**src/sv/stt_pkg.sv**
```systemverilog
// ----------------------------------------------------------------------------
// Software timer table package
// Sizes, codes and types shared by the timer table modules.
// ----------------------------------------------------------------------------
`timescale 1ns / 1ps

package stt_pkg;

  // Table geometry.
  localparam int SLOTS        = 8;
  localparam int SLOT_W       = (SLOTS > 1) ? $clog2(SLOTS) : 1;
  localparam int CNT_W        = $clog2(SLOTS + 1);
  localparam int TAG_BITS     = 32;

  // Field widths.
  localparam int TIME_W       = 32;
  localparam int HANDLER_W    = 8;
  localparam int FIRED_SLOT_W = 3;

  // Request codes.
  typedef enum logic [1:0] {
    ACT_ADD    = 2'd0,
    ACT_REMOVE = 2'd1,
    ACT_TICK   = 2'd2,
    ACT_NONE   = 2'd3
  } action_e;

  // Result status codes.
  typedef enum logic [1:0] {
    ST_OK       = 2'd0,
    ST_REJECT   = 2'd1,
    ST_NOTFOUND = 2'd2,
    ST_UNUSED   = 2'd3
  } status_e;

  // Result kinds.
  typedef enum logic {
    KIND_STATUS = 1'b0,
    KIND_FIRED  = 1'b1
  } kind_e;

  // Shared adder operations.
  typedef enum logic {
    ALU_ADD = 1'b0,
    ALU_SUB = 1'b1
  } alu_op_e;

  // Slot store write operations.
  typedef enum logic [1:0] {
    WR_NONE     = 2'd0,
    WR_FULL     = 2'd1,
    WR_DEADLINE = 2'd2,
    WR_CLEAR    = 2'd3
  } wr_op_e;

  // One timer slot.
  typedef struct packed {
    logic [TAG_BITS-1:0]  tag;
    logic [HANDLER_W-1:0] handler;
    logic                 repeat_en;
    logic [TIME_W-1:0]    deadline;
    logic [TIME_W-1:0]    period;
  } slot_t;

  // Write port of the slot store.
  typedef struct packed {
    wr_op_e            op;
    logic [SLOT_W-1:0] idx;
    slot_t             data;
  } store_wr_t;

endpackage

```
**src/sv/software_timer_table_core.sv**
```systemverilog
// ----------------------------------------------------------------------------
// Software timer table core
// Table of timer slots with add, remove and tick requests, run by a sequencer.
// ----------------------------------------------------------------------------
// Usage:
//   A request is taken on a rising edge where start_i is high and busy_o is
//   low. action_i selects add, remove or tick; the other input fields carry
//   the tag, handler, period, repeat flag and tick time.
//   Results appear for one cycle with result_valid_o high and cannot be held
//   off. Add and remove give one status result. A tick gives one fired
//   result per due slot and then a status result; last_o marks the final one.
//   Datapath: the sequencer visits one slot per cycle through the single read
//   address of the slot store, with an extra step for each freed slot moved in
//   compaction and each fired slot in the scan; the one shared adder serves
//   arming, the due test and the reload. Add scans for a free slot and then
//   arms it, remove scans for the tag, and a tick compacts the table, then
//   scans it and closes with a status result. An unused action code gets a
//   reject status result straight from idle.
//   busy_o stays high until the last result is shown; the next request may be
//   taken in the cycle that shows it.
//   Reset frees all slots, clears the used count and the last tick time.
// ----------------------------------------------------------------------------
`timescale 1ns / 1ps

module software_timer_table_core
  import stt_pkg::*;
(
  input  logic                    clk_i,
  input  logic                    rst_ni,
  input  logic                    start_i,
  output logic                    busy_o,
  input  logic [1:0]              action_i,
  input  logic [31:0]             task_tag_i,
  input  logic                    tag_present_i,
  input  logic [HANDLER_W-1:0]    handler_id_i,
  input  logic [TIME_W-1:0]       period_i,
  input  logic                    repeat_req_i,
  input  logic [TIME_W-1:0]       now_time_i,
  output logic                    result_valid_o,
  output logic                    kind_o,
  output logic [1:0]              status_o,
  output logic [HANDLER_W-1:0]    fired_handler_o,
  output logic [FIRED_SLOT_W-1:0] fired_slot_o,
  output logic                    last_o
);

  // Sequencer states.
  typedef enum logic [7:0] {
    S_IDLE      = 8'b0000_0001,
    S_ADD_SCAN  = 8'b0000_0010,
    S_ADD_WRITE = 8'b0000_0100,
    S_REM_SCAN  = 8'b0000_1000,
    S_CMP_CHK   = 8'b0001_0000,
    S_CMP_MOVE  = 8'b0010_0000,
    S_SCAN      = 8'b0100_0000,
    S_UPD       = 8'b1000_0000
  } state_e;

  state_e               state_q, state_d;
  logic [CNT_W-1:0]     idx_q, idx_d;
  logic [CNT_W-1:0]     used_q, used_d;
  logic [SLOT_W-1:0]    slot_q, slot_d;
  logic [TIME_W-1:0]    last_tick_q, last_tick_d;

  // Captured request fields.
  logic [TAG_BITS-1:0]  tag_q, tag_d;
  logic                 present_q, present_d;
  logic [HANDLER_W-1:0] handler_q, handler_d;
  logic [TIME_W-1:0]    period_q, period_d;
  logic                 repeat_q, repeat_d;

  // Result registers.
  logic                    valid_q, valid_d;
  kind_e                   kind_q, kind_d;
  status_e                 status_q, status_d;
  logic [HANDLER_W-1:0]    fhandler_q, fhandler_d;
  logic [FIRED_SLOT_W-1:0] fslot_q, fslot_d;
  logic                    last_q, last_d;

  // Store and adder connections.
  logic [SLOT_W-1:0] rd_idx;
  slot_t             rd_data;
  store_wr_t         wr;
  alu_op_e           alu_op;
  logic [TIME_W-1:0] alu_a, alu_b, alu_res;

  logic             accept;
  logic             idx_lt_used;
  logic [CNT_W-1:0] tail;

  assign accept      = start_i && !busy_o;
  assign idx_lt_used = idx_q < used_q;
  assign tail        = used_q - CNT_W'(1);

  stt_slot_store u_store (
    .clk_i     (clk_i),
    .rst_ni    (rst_ni),
    .rd_idx_i  (rd_idx),
    .rd_data_o (rd_data),
    .wr_i      (wr)
  );

  stt_alu u_alu (
    .op_i  (alu_op),
    .a_i   (alu_a),
    .b_i   (alu_b),
    .res_o (alu_res)
  );

  // Sequencer next-state and datapath control.
  always_comb begin
    state_d     = state_q;
    idx_d       = idx_q;
    used_d      = used_q;
    slot_d      = slot_q;
    last_tick_d = last_tick_q;
    tag_d       = tag_q;
    present_d   = present_q;
    handler_d   = handler_q;
    period_d    = period_q;
    repeat_d    = repeat_q;
    valid_d     = 1'b0;
    kind_d      = KIND_STATUS;
    status_d    = ST_OK;
    fhandler_d  = '0;
    fslot_d     = '0;
    last_d      = 1'b0;
    rd_idx      = idx_q[SLOT_W-1:0];
    wr.op       = WR_NONE;
    wr.idx      = idx_q[SLOT_W-1:0];
    wr.data     = rd_data;
    alu_op      = ALU_ADD;
    alu_a       = last_tick_q;
    alu_b       = period_q;

    unique case (state_q)
      S_IDLE: begin
        if (accept) begin
          tag_d     = (action_i == ACT_ADD && !tag_present_i) ? '0
                                                              : TAG_BITS'(task_tag_i);
          present_d = tag_present_i;
          handler_d = handler_id_i;
          period_d  = period_i;
          repeat_d  = repeat_req_i;
          idx_d     = '0;
          unique case (action_i)
            ACT_ADD:    state_d = S_ADD_SCAN;
            ACT_REMOVE: state_d = S_REM_SCAN;
            ACT_TICK: begin
              last_tick_d = now_time_i;
              state_d     = S_CMP_CHK;
            end
            default: begin
              valid_d  = 1'b1;
              last_d   = 1'b1;
              status_d = ST_REJECT;
            end
          endcase
        end
      end

      // Look for the first freed slot below the used count.
      S_ADD_SCAN: begin
        if (handler_q == '0) begin
          valid_d  = 1'b1;
          last_d   = 1'b1;
          status_d = ST_REJECT;
          state_d  = S_IDLE;
        end else if (idx_lt_used) begin
          if (rd_data.handler == '0) begin
            slot_d  = idx_q[SLOT_W-1:0];
            state_d = S_ADD_WRITE;
          end else begin
            idx_d = idx_q + CNT_W'(1);
          end
        end else if (used_q >= CNT_W'(SLOTS)) begin
          valid_d  = 1'b1;
          last_d   = 1'b1;
          status_d = ST_REJECT;
          state_d  = S_IDLE;
        end else begin
          slot_d  = used_q[SLOT_W-1:0];
          used_d  = used_q + CNT_W'(1);
          state_d = S_ADD_WRITE;
        end
      end

      // Arm the claimed slot at the last tick time plus the period.
      S_ADD_WRITE: begin
        wr.op             = WR_FULL;
        wr.idx            = slot_q;
        wr.data.tag       = tag_q;
        wr.data.handler   = handler_q;
        wr.data.repeat_en = repeat_q;
        wr.data.deadline  = alu_res;
        wr.data.period    = period_q;
        valid_d           = 1'b1;
        last_d            = 1'b1;
        status_d          = ST_OK;
        state_d           = S_IDLE;
      end

      // Free the first live slot with a matching tag.
      S_REM_SCAN: begin
        if (!present_q) begin
          valid_d  = 1'b1;
          last_d   = 1'b1;
          status_d = ST_REJECT;
          state_d  = S_IDLE;
        end else if (idx_lt_used) begin
          if (rd_data.handler != '0 && rd_data.tag == tag_q) begin
            wr.op    = WR_CLEAR;
            valid_d  = 1'b1;
            last_d   = 1'b1;
            status_d = ST_OK;
            state_d  = S_IDLE;
          end else begin
            idx_d = idx_q + CNT_W'(1);
          end
        end else begin
          valid_d  = 1'b1;
          last_d   = 1'b1;
          status_d = ST_NOTFOUND;
          state_d  = S_IDLE;
        end
      end

      // Compaction: step over live slots, fill each hole from the tail.
      S_CMP_CHK: begin
        if (idx_lt_used) begin
          if (rd_data.handler != '0) begin
            idx_d = idx_q + CNT_W'(1);
          end else begin
            state_d = S_CMP_MOVE;
          end
        end else begin
          idx_d   = '0;
          state_d = S_SCAN;
        end
      end

      S_CMP_MOVE: begin
        rd_idx  = tail[SLOT_W-1:0];
        wr.op   = WR_FULL;
        used_d  = tail;
        state_d = S_CMP_CHK;
      end

      // Expiry scan: a slot is due when now minus deadline is not negative.
      S_SCAN: begin
        alu_op = ALU_SUB;
        alu_a  = last_tick_q;
        alu_b  = rd_data.deadline;
        if (idx_lt_used) begin
          if (rd_data.handler != '0 && !alu_res[TIME_W-1]) begin
            valid_d    = 1'b1;
            kind_d     = KIND_FIRED;
            fhandler_d = rd_data.handler;
            fslot_d    = FIRED_SLOT_W'(idx_q);
            state_d    = S_UPD;
          end else begin
            idx_d = idx_q + CNT_W'(1);
          end
        end else begin
          valid_d  = 1'b1;
          last_d   = 1'b1;
          status_d = ST_OK;
          state_d  = S_IDLE;
        end
      end

      // Reload a repeating slot, free a one-shot slot.
      S_UPD: begin
        alu_op = ALU_ADD;
        alu_a  = rd_data.deadline;
        alu_b  = rd_data.period;
        if (rd_data.repeat_en) begin
          wr.op            = WR_DEADLINE;
          wr.data.deadline = alu_res;
        end else begin
          wr.op = WR_CLEAR;
        end
        idx_d   = idx_q + CNT_W'(1);
        state_d = S_SCAN;
      end

      default: state_d = S_IDLE;
    endcase
  end

  // Control state.
  always_ff @(posedge clk_i or negedge rst_ni) begin
    if (!rst_ni) begin
      state_q     <= S_IDLE;
      idx_q       <= '0;
      used_q      <= '0;
      last_tick_q <= '0;
      valid_q     <= 1'b0;
      kind_q      <= KIND_STATUS;
      status_q    <= ST_OK;
      fhandler_q  <= '0;
      fslot_q     <= '0;
      last_q      <= 1'b0;
    end else begin
      state_q     <= state_d;
      idx_q       <= idx_d;
      used_q      <= used_d;
      last_tick_q <= last_tick_d;
      valid_q     <= valid_d;
      kind_q      <= kind_d;
      status_q    <= status_d;
      fhandler_q  <= fhandler_d;
      fslot_q     <= fslot_d;
      last_q      <= last_d;
    end
  end

  // Captured request payload.
  always_ff @(posedge clk_i) begin
    slot_q    <= slot_d;
    tag_q     <= tag_d;
    present_q <= present_d;
    handler_q <= handler_d;
    period_q  <= period_d;
    repeat_q  <= repeat_d;
  end

  // Outputs.
  assign busy_o          = (state_q != S_IDLE);
  assign result_valid_o  = valid_q;
  assign kind_o          = kind_q;
  assign status_o        = status_q;
  assign fired_handler_o = fhandler_q;
  assign fired_slot_o    = fslot_q;
  assign last_o          = last_q;

endmodule

```
**src/sv/stt_alu.sv**
```systemverilog
// ----------------------------------------------------------------------------
// Software timer table shared adder
// One 32-bit add/subtract unit used for arming, due checks and reloads.
// ----------------------------------------------------------------------------
`timescale 1ns / 1ps

module stt_alu
  import stt_pkg::*;
(
  input  alu_op_e           op_i,
  input  logic [TIME_W-1:0] a_i,
  input  logic [TIME_W-1:0] b_i,
  output logic [TIME_W-1:0] res_o
);

  logic [TIME_W-1:0] b_eff;

  // Subtraction is an add of the inverted operand with a carry in.
  assign b_eff = (op_i == ALU_SUB) ? ~b_i : b_i;
  assign res_o = a_i + b_eff + TIME_W'(op_i == ALU_SUB);

endmodule

```
**src/sv/stt_slot_store.sv**
```systemverilog
// ----------------------------------------------------------------------------
// Software timer table slot store
// Register file of timer slots with one read address and one write port.
// ----------------------------------------------------------------------------
`timescale 1ns / 1ps

module stt_slot_store
  import stt_pkg::*;
(
  input  logic              clk_i,
  input  logic              rst_ni,
  input  logic [SLOT_W-1:0] rd_idx_i,
  output slot_t             rd_data_o,
  input  store_wr_t         wr_i
);

  logic [TAG_BITS-1:0]  tag_q      [SLOTS];
  logic [HANDLER_W-1:0] handler_q  [SLOTS];
  logic                 repeat_q   [SLOTS];
  logic [TIME_W-1:0]    deadline_q [SLOTS];
  logic [TIME_W-1:0]    period_q   [SLOTS];

  // Handlers reset to zero, which marks every slot free.
  always_ff @(posedge clk_i or negedge rst_ni) begin
    if (!rst_ni) begin
      for (int i = 0; i < SLOTS; i++) begin
        handler_q[i] <= '0;
      end
    end else begin
      unique case (wr_i.op)
        WR_FULL:  handler_q[wr_i.idx] <= wr_i.data.handler;
        WR_CLEAR: handler_q[wr_i.idx] <= '0;
        default: ;
      endcase
    end
  end

  // The remaining slot fields are meaningful only once written.
  always_ff @(posedge clk_i) begin
    unique case (wr_i.op)
      WR_FULL: begin
        tag_q[wr_i.idx]      <= wr_i.data.tag;
        repeat_q[wr_i.idx]   <= wr_i.data.repeat_en;
        deadline_q[wr_i.idx] <= wr_i.data.deadline;
        period_q[wr_i.idx]   <= wr_i.data.period;
      end
      WR_DEADLINE: deadline_q[wr_i.idx] <= wr_i.data.deadline;
      default: ;
    endcase
  end

  // Single read address for all fields.
  assign rd_data_o.tag       = tag_q[rd_idx_i];
  assign rd_data_o.handler   = handler_q[rd_idx_i];
  assign rd_data_o.repeat_en = repeat_q[rd_idx_i];
  assign rd_data_o.deadline  = deadline_q[rd_idx_i];
  assign rd_data_o.period    = period_q[rd_idx_i];

endmodule

```
**config.mk**
```make
export PLATFORM = sky130hd
export DESIGN_NAME = software_timer_table_core
export DESIGN_NICKNAME = d
export VERILOG_FILES = /design/src/sv/stt_pkg.sv /design/src/sv/software_timer_table_core.sv /design/src/sv/stt_alu.sv /design/src/sv/stt_slot_store.sv
export SDC_FILE = /design/constraint.sdc
export NUM_CORES = 2
export LEC_CHECK = 0
export ABC_AREA = 1
export ABC_CLOCK_PERIOD_IN_PS = 19200
export BUFFER_PORTS_ARGS = -buffer_cell sky130_fd_sc_hd__buf_2
export CAP_MARGIN = 20
export CORE_MARGIN = 2
export CORE_UTILIZATION = 30
export DETAILED_ROUTE_END_ITERATION = 10
export GPL_TIMING_DRIVEN = 0
export RECOVER_POWER = 100
export SYNTH_ARGS = -nofsm -noshare
export SYNTH_HDL_FRONTEND = slang
export SYNTH_HIERARCHICAL = 1
export SYNTH_SLANG_ARGS = --single-unit
```
**constraint.sdc**
```tcl
create_clock -name clk_i -period 19.2 [get_ports clk_i]
set_input_delay 4.8 -clock clk_i [delete_from_list [all_inputs] [get_ports clk_i]]
set_output_delay 4.8 -clock clk_i [all_outputs]
set_load 0.005 [all_outputs]
```
==> reports/qor.tcl <==
set qor(drt-total-wl_mm) 156
set qor(timing.critical_path.fanout_max) 20
set qor(finalMaxSlewViolations) 746
set qor(leakage_nw) 23.3
set qor(setup_viol) 0
set qor(clock_sink_count) 981
set qor(vias) 37520
set qor(maxClockFrequency_mhz) 82.5
set qor(synth.distinct_cells) 42
set qor(min_period_over_period_pct) 63.1
set qor(cts_hold_buf) 0
set qor(worstMarginPinSlew_ps) 4100
set qor(slew-limit-headroom_pct) -174
set qor(critical_path.startpoint) {state_q[3]}
set qor(grt_setup_unrepaired) {no}
set qor(die-height_microns) 406
set qor(synth_flop_cell) {edfxtp_1}
set qor(area_delta_synth_final_pct) 13.3
set qor(io_buffer_count) 127
set qor(drt_pass1_iterations) 6
set qor(clock_tree.buffer_depth) 3
set qor(row_count) 147
set qor(drt-wirelength-per-cell_microns) 19.5
set qor(cts_made_buffers) 100
set qor(finalWorstSetupSlack_ps) 7080
set qor(routabilityCongestion) 0.957
set qor(dpl.hpwl_mm) 112
set qor(wire_length_of_the_first_global_routing_pass_mm) 229
set qor(mappedNetlistNets) 5605
set qor(cts_tree) {done}
set qor(power-per-cell-area_nw_per_um2) 146
set qor(power.share.combinational_pct) 39.5
set qor(synth-seq-area-share_pct) 59.6
set qor(vias_in_the_first_global_route) 35841
set qor(worstReg2RegStart) {state_q[3]}
set qor(p_seq_share_pct) 36.5
set qor(timing.hold.worst_path_depth) 2
set qor(htree_levels) 3
set qor(irDropWorstVdd_v) 0.0000894
set qor(cp_max_delay_cell) {nor2_1}
set qor(grt.overflow.total) 0
set qor(cts.reportedPaths.clkPinSlew_ps) 60
set qor(worstPathBufferInverterCount) 10
set qor(cts.repair.resized) 0
set qor(floorplan.io_pins) 128
set qor(syn-cell-area_sq_um) 48400
set qor(register_bit_total_from_synthesis) 981
set qor(final-hold-violation-count) 0
set qor(path_delay_family) {buffers and inverters}
set qor(final.min_clock_period_ps) 12120
set qor(worst_ep_required_time_ps) 19500
set qor(fraction_of_synthesis_flops_using_an_asynchronous_set_or_reset_pin_pct) 13.0
set qor(setup.worst_path.end) {u_store/period_q[5][14]}
set qor(globalRouteTotalUtil_pct) 18.7
set qor(crit_path_start_kind) {flop}
set qor(preCtsSetupSlack_ps) 11830
set qor(synth_warnings) 6
set qor(nets) 5877
set qor(cts.repair_timing.setup_buffer_count) 0
set qor(finalNonFillerCells) 7966
set qor(timing.clock.skew_ps) 48.1
set qor(initial_cell_density_of_the_core_pct) 30.2
set qor(fin_setup_tns_ps) 0
set qor(layout-drive-gt1-share_pct) 7.67
set qor(critical_path.reg2reg.endpoint) {u_store/period_q[5][14]}
set qor(ctsRootBufferMaster) {clkbuf_16}
set qor(synth_edf_count) 853
set qor(antenna_violating_nets_post_route) 0
set qor(layout.cells.most_common) {nand2_1}
set qor(nFillCells) 16541
set qor(timing.max_cap.violations) 32
set qor(switching_power_mw) 3.35
set qor(number_of_stages_on_the_worst_setup_path) 29
set qor(floorplan.die_area_sq_um) 164000
set qor(max_stage_delay_ps) 1910
set qor(post-place-cells) 7775
set qor(core_area_sq_um) 160000
set qor(worst-r2r-cell-count) 29
set qor(grt_start_max_net_pins) 73
set qor(remaining_drc_errors) 0
set qor(internal_power_mw) 4.67
set qor(hold_path_class) {flop to flop}
set qor(antenna_found_initial) 11
set qor(synthesis.area_per_instance_sq_um) 8.88
set qor(vias_per_cell) 4.71
set qor(run_status) {complete, but fails checks}
set qor(fraction_of_power_spent_switching_nets_pct) 41.8
set qor(final_cell_mix) {nand2_1 (1995), edfxtp_1 (853), nor2_1 (810)}
set qor(share_clk_of_total_power_pct) 24.0
set qor(clk-insertion-delay-late_ps) 730
set qor(crit_path_frequent_cell) {nand2_1}
set qor(worstSetupPathType) {flop to flop}
set qor(worstPathArrival_ps) 12430
set qor(reg2reg_setup_slack_ps) 7080
set qor(synthesis.instances) 5448
set qor(violations) {max-capacitance violations, max-slew violations}
set qor(die_w_microns) 406
set qor(drt_first_iter_violations) 4418
set qor(critPathCaptureType) {flop}
-- layer usage --
metal	wire (microns)	track usage (%)	vias to the layer above	part of all wire, %
met5	0	0	-	0
met3	14200	3.63	259	9.1
met2	69000	29.2	1620	44
li1	-	-	17847	-
met1	67600	26.1	17794	43
met4	4870	5.87	0	3.1
-- final cells by class --
class / count / area, sq um / area share [%]
plain buffers: 241 / 1140 / 2.08
inverters: 692 / 2600 / 4.74
diodes: 1 / 2.50 / 0.00456
well taps: 2160 / 2700 / 4.93
repair buffers: 170 / 806 / 1.47
multi-input cells: 3534 / 15600 / 28.4
clock inverters: 44 / 440 / 0.803
flip-flops and latches: 981 / 28800 / 52.6
clock buffers: 143 / 2740 / 5.01
-- synthesized netlist by cell type, types with 6 or more instances --
master | n | share of area [%]
edfxtp_1 | 853 | 53
nand2_1 | 1981 | 15
o21ai_0 | 114 | 1.2
o21bai_1 | 7 | 0.11
o211ai_1 | 121 | 1.9
o221ai_1 | 17 | 0.31
xnor2_1 | 18 | 0.33
ha_1 | 45 | 1.2
nor2_4 | 6 | 0.14
nand2_2 | 24 | 0.31
nor2_2 | 19 | 0.25
nand3_1 | 113 | 1.2
o21ai_1 | 42 | 0.43
nor3_1 | 11 | 0.11
clkbuf_1 | 69 | 0.54
mux2_4 | 30 | 0.93
a21oi_1 | 38 | 0.39
buf_2 | 136 | 1.4
xor2_1 | 53 | 0.96
dfrtp_1 | 127 | 6.6
buf_1 | 9 | 0.070
inv_1 | 671 | 5.2
nand4_1 | 75 | 0.97
inv_2 | 18 | 0.14
nor2_1 | 802 | 6.2
buf_4 | 22 | 0.34
-- sequential cells by signal, indices dropped and copies added (netlist names), 8 cells and up --
name / flops
tag_q: 32
last_tick_q: 32
u_store/period_q: 256
fired_handler_o: 8
u_store/tag_q: 256
period_q: 32
handler_q: 8
u_store/deadline_q: 256
state_q: 8
u_store/repeat_q: 8
u_store/handler_q: 64
-- power by group through the flow --
stage	Clock [mW]	Sequential (mW)	Combinational [mW]
2_1_floorplan	0	2.88	2.00
3_3_place_gp	0	2.97	3.10
3_5_place_dp	0	2.96	3.17
4_1_cts	1.96	2.92	3.19
5_1_grt	2.04	2.94	3.47
6_report	1.93	2.93	3.17
-- cell families after synthesis --
family,count (synthesis),synth area share [%]
compound gates,342,4.37
flops,981,59.6
simple gates,3043,24.8
mux,32,0.978
xor+xnor,71,1.29
buf+inv,933,7.84
fa+ha+maj,46,1.21
-- worst min-delay path by stage --
stage / from / end
after floorplan: u_store/handler_q[0] / u_store/handler_q[0]
after global placement: u_store/handler_q[7] / u_store/handler_q[7]
after detailed placement: u_store/handler_q[23] / u_store/handler_q[23]
after CTS: u_store/handler_q[23] / u_store/handler_q[23]
after global routing: u_store/handler_q[7] / u_store/handler_q[7]
final: u_store/handler_q[23] / u_store/handler_q[23]
-- worst register-to-register path, delay by kind of cell, from the launching register on --
| family | cells | cell delay [ps] |
|---|---|---|
| buffers and inverters | 10 | 6190 |
| flip-flops | 1 | 400 |
| adder cells (fa/ha/maj) | 1 | 160 |
| AND/OR/NAND/NOR | 17 | 4270 |
| AO/OA/AOI/OAI | 1 | 660 |
-- metrics by stage --
step	util (%)	area (sq um)	hold slack [ps]	total power [mW]
2_1_floorplan	-	48400	442	4.88
3_3_place_gp	32.2	51700	454	6.07
3_5_place_dp	32.8	52600	458	6.13
4_1_cts	34.8	55800	474	8.07
5_1_grt	34.2	54800	485	8.45
6_report	34.2	54800	472	8.03
Note: power is estimated with default switching activity, not from simulation.
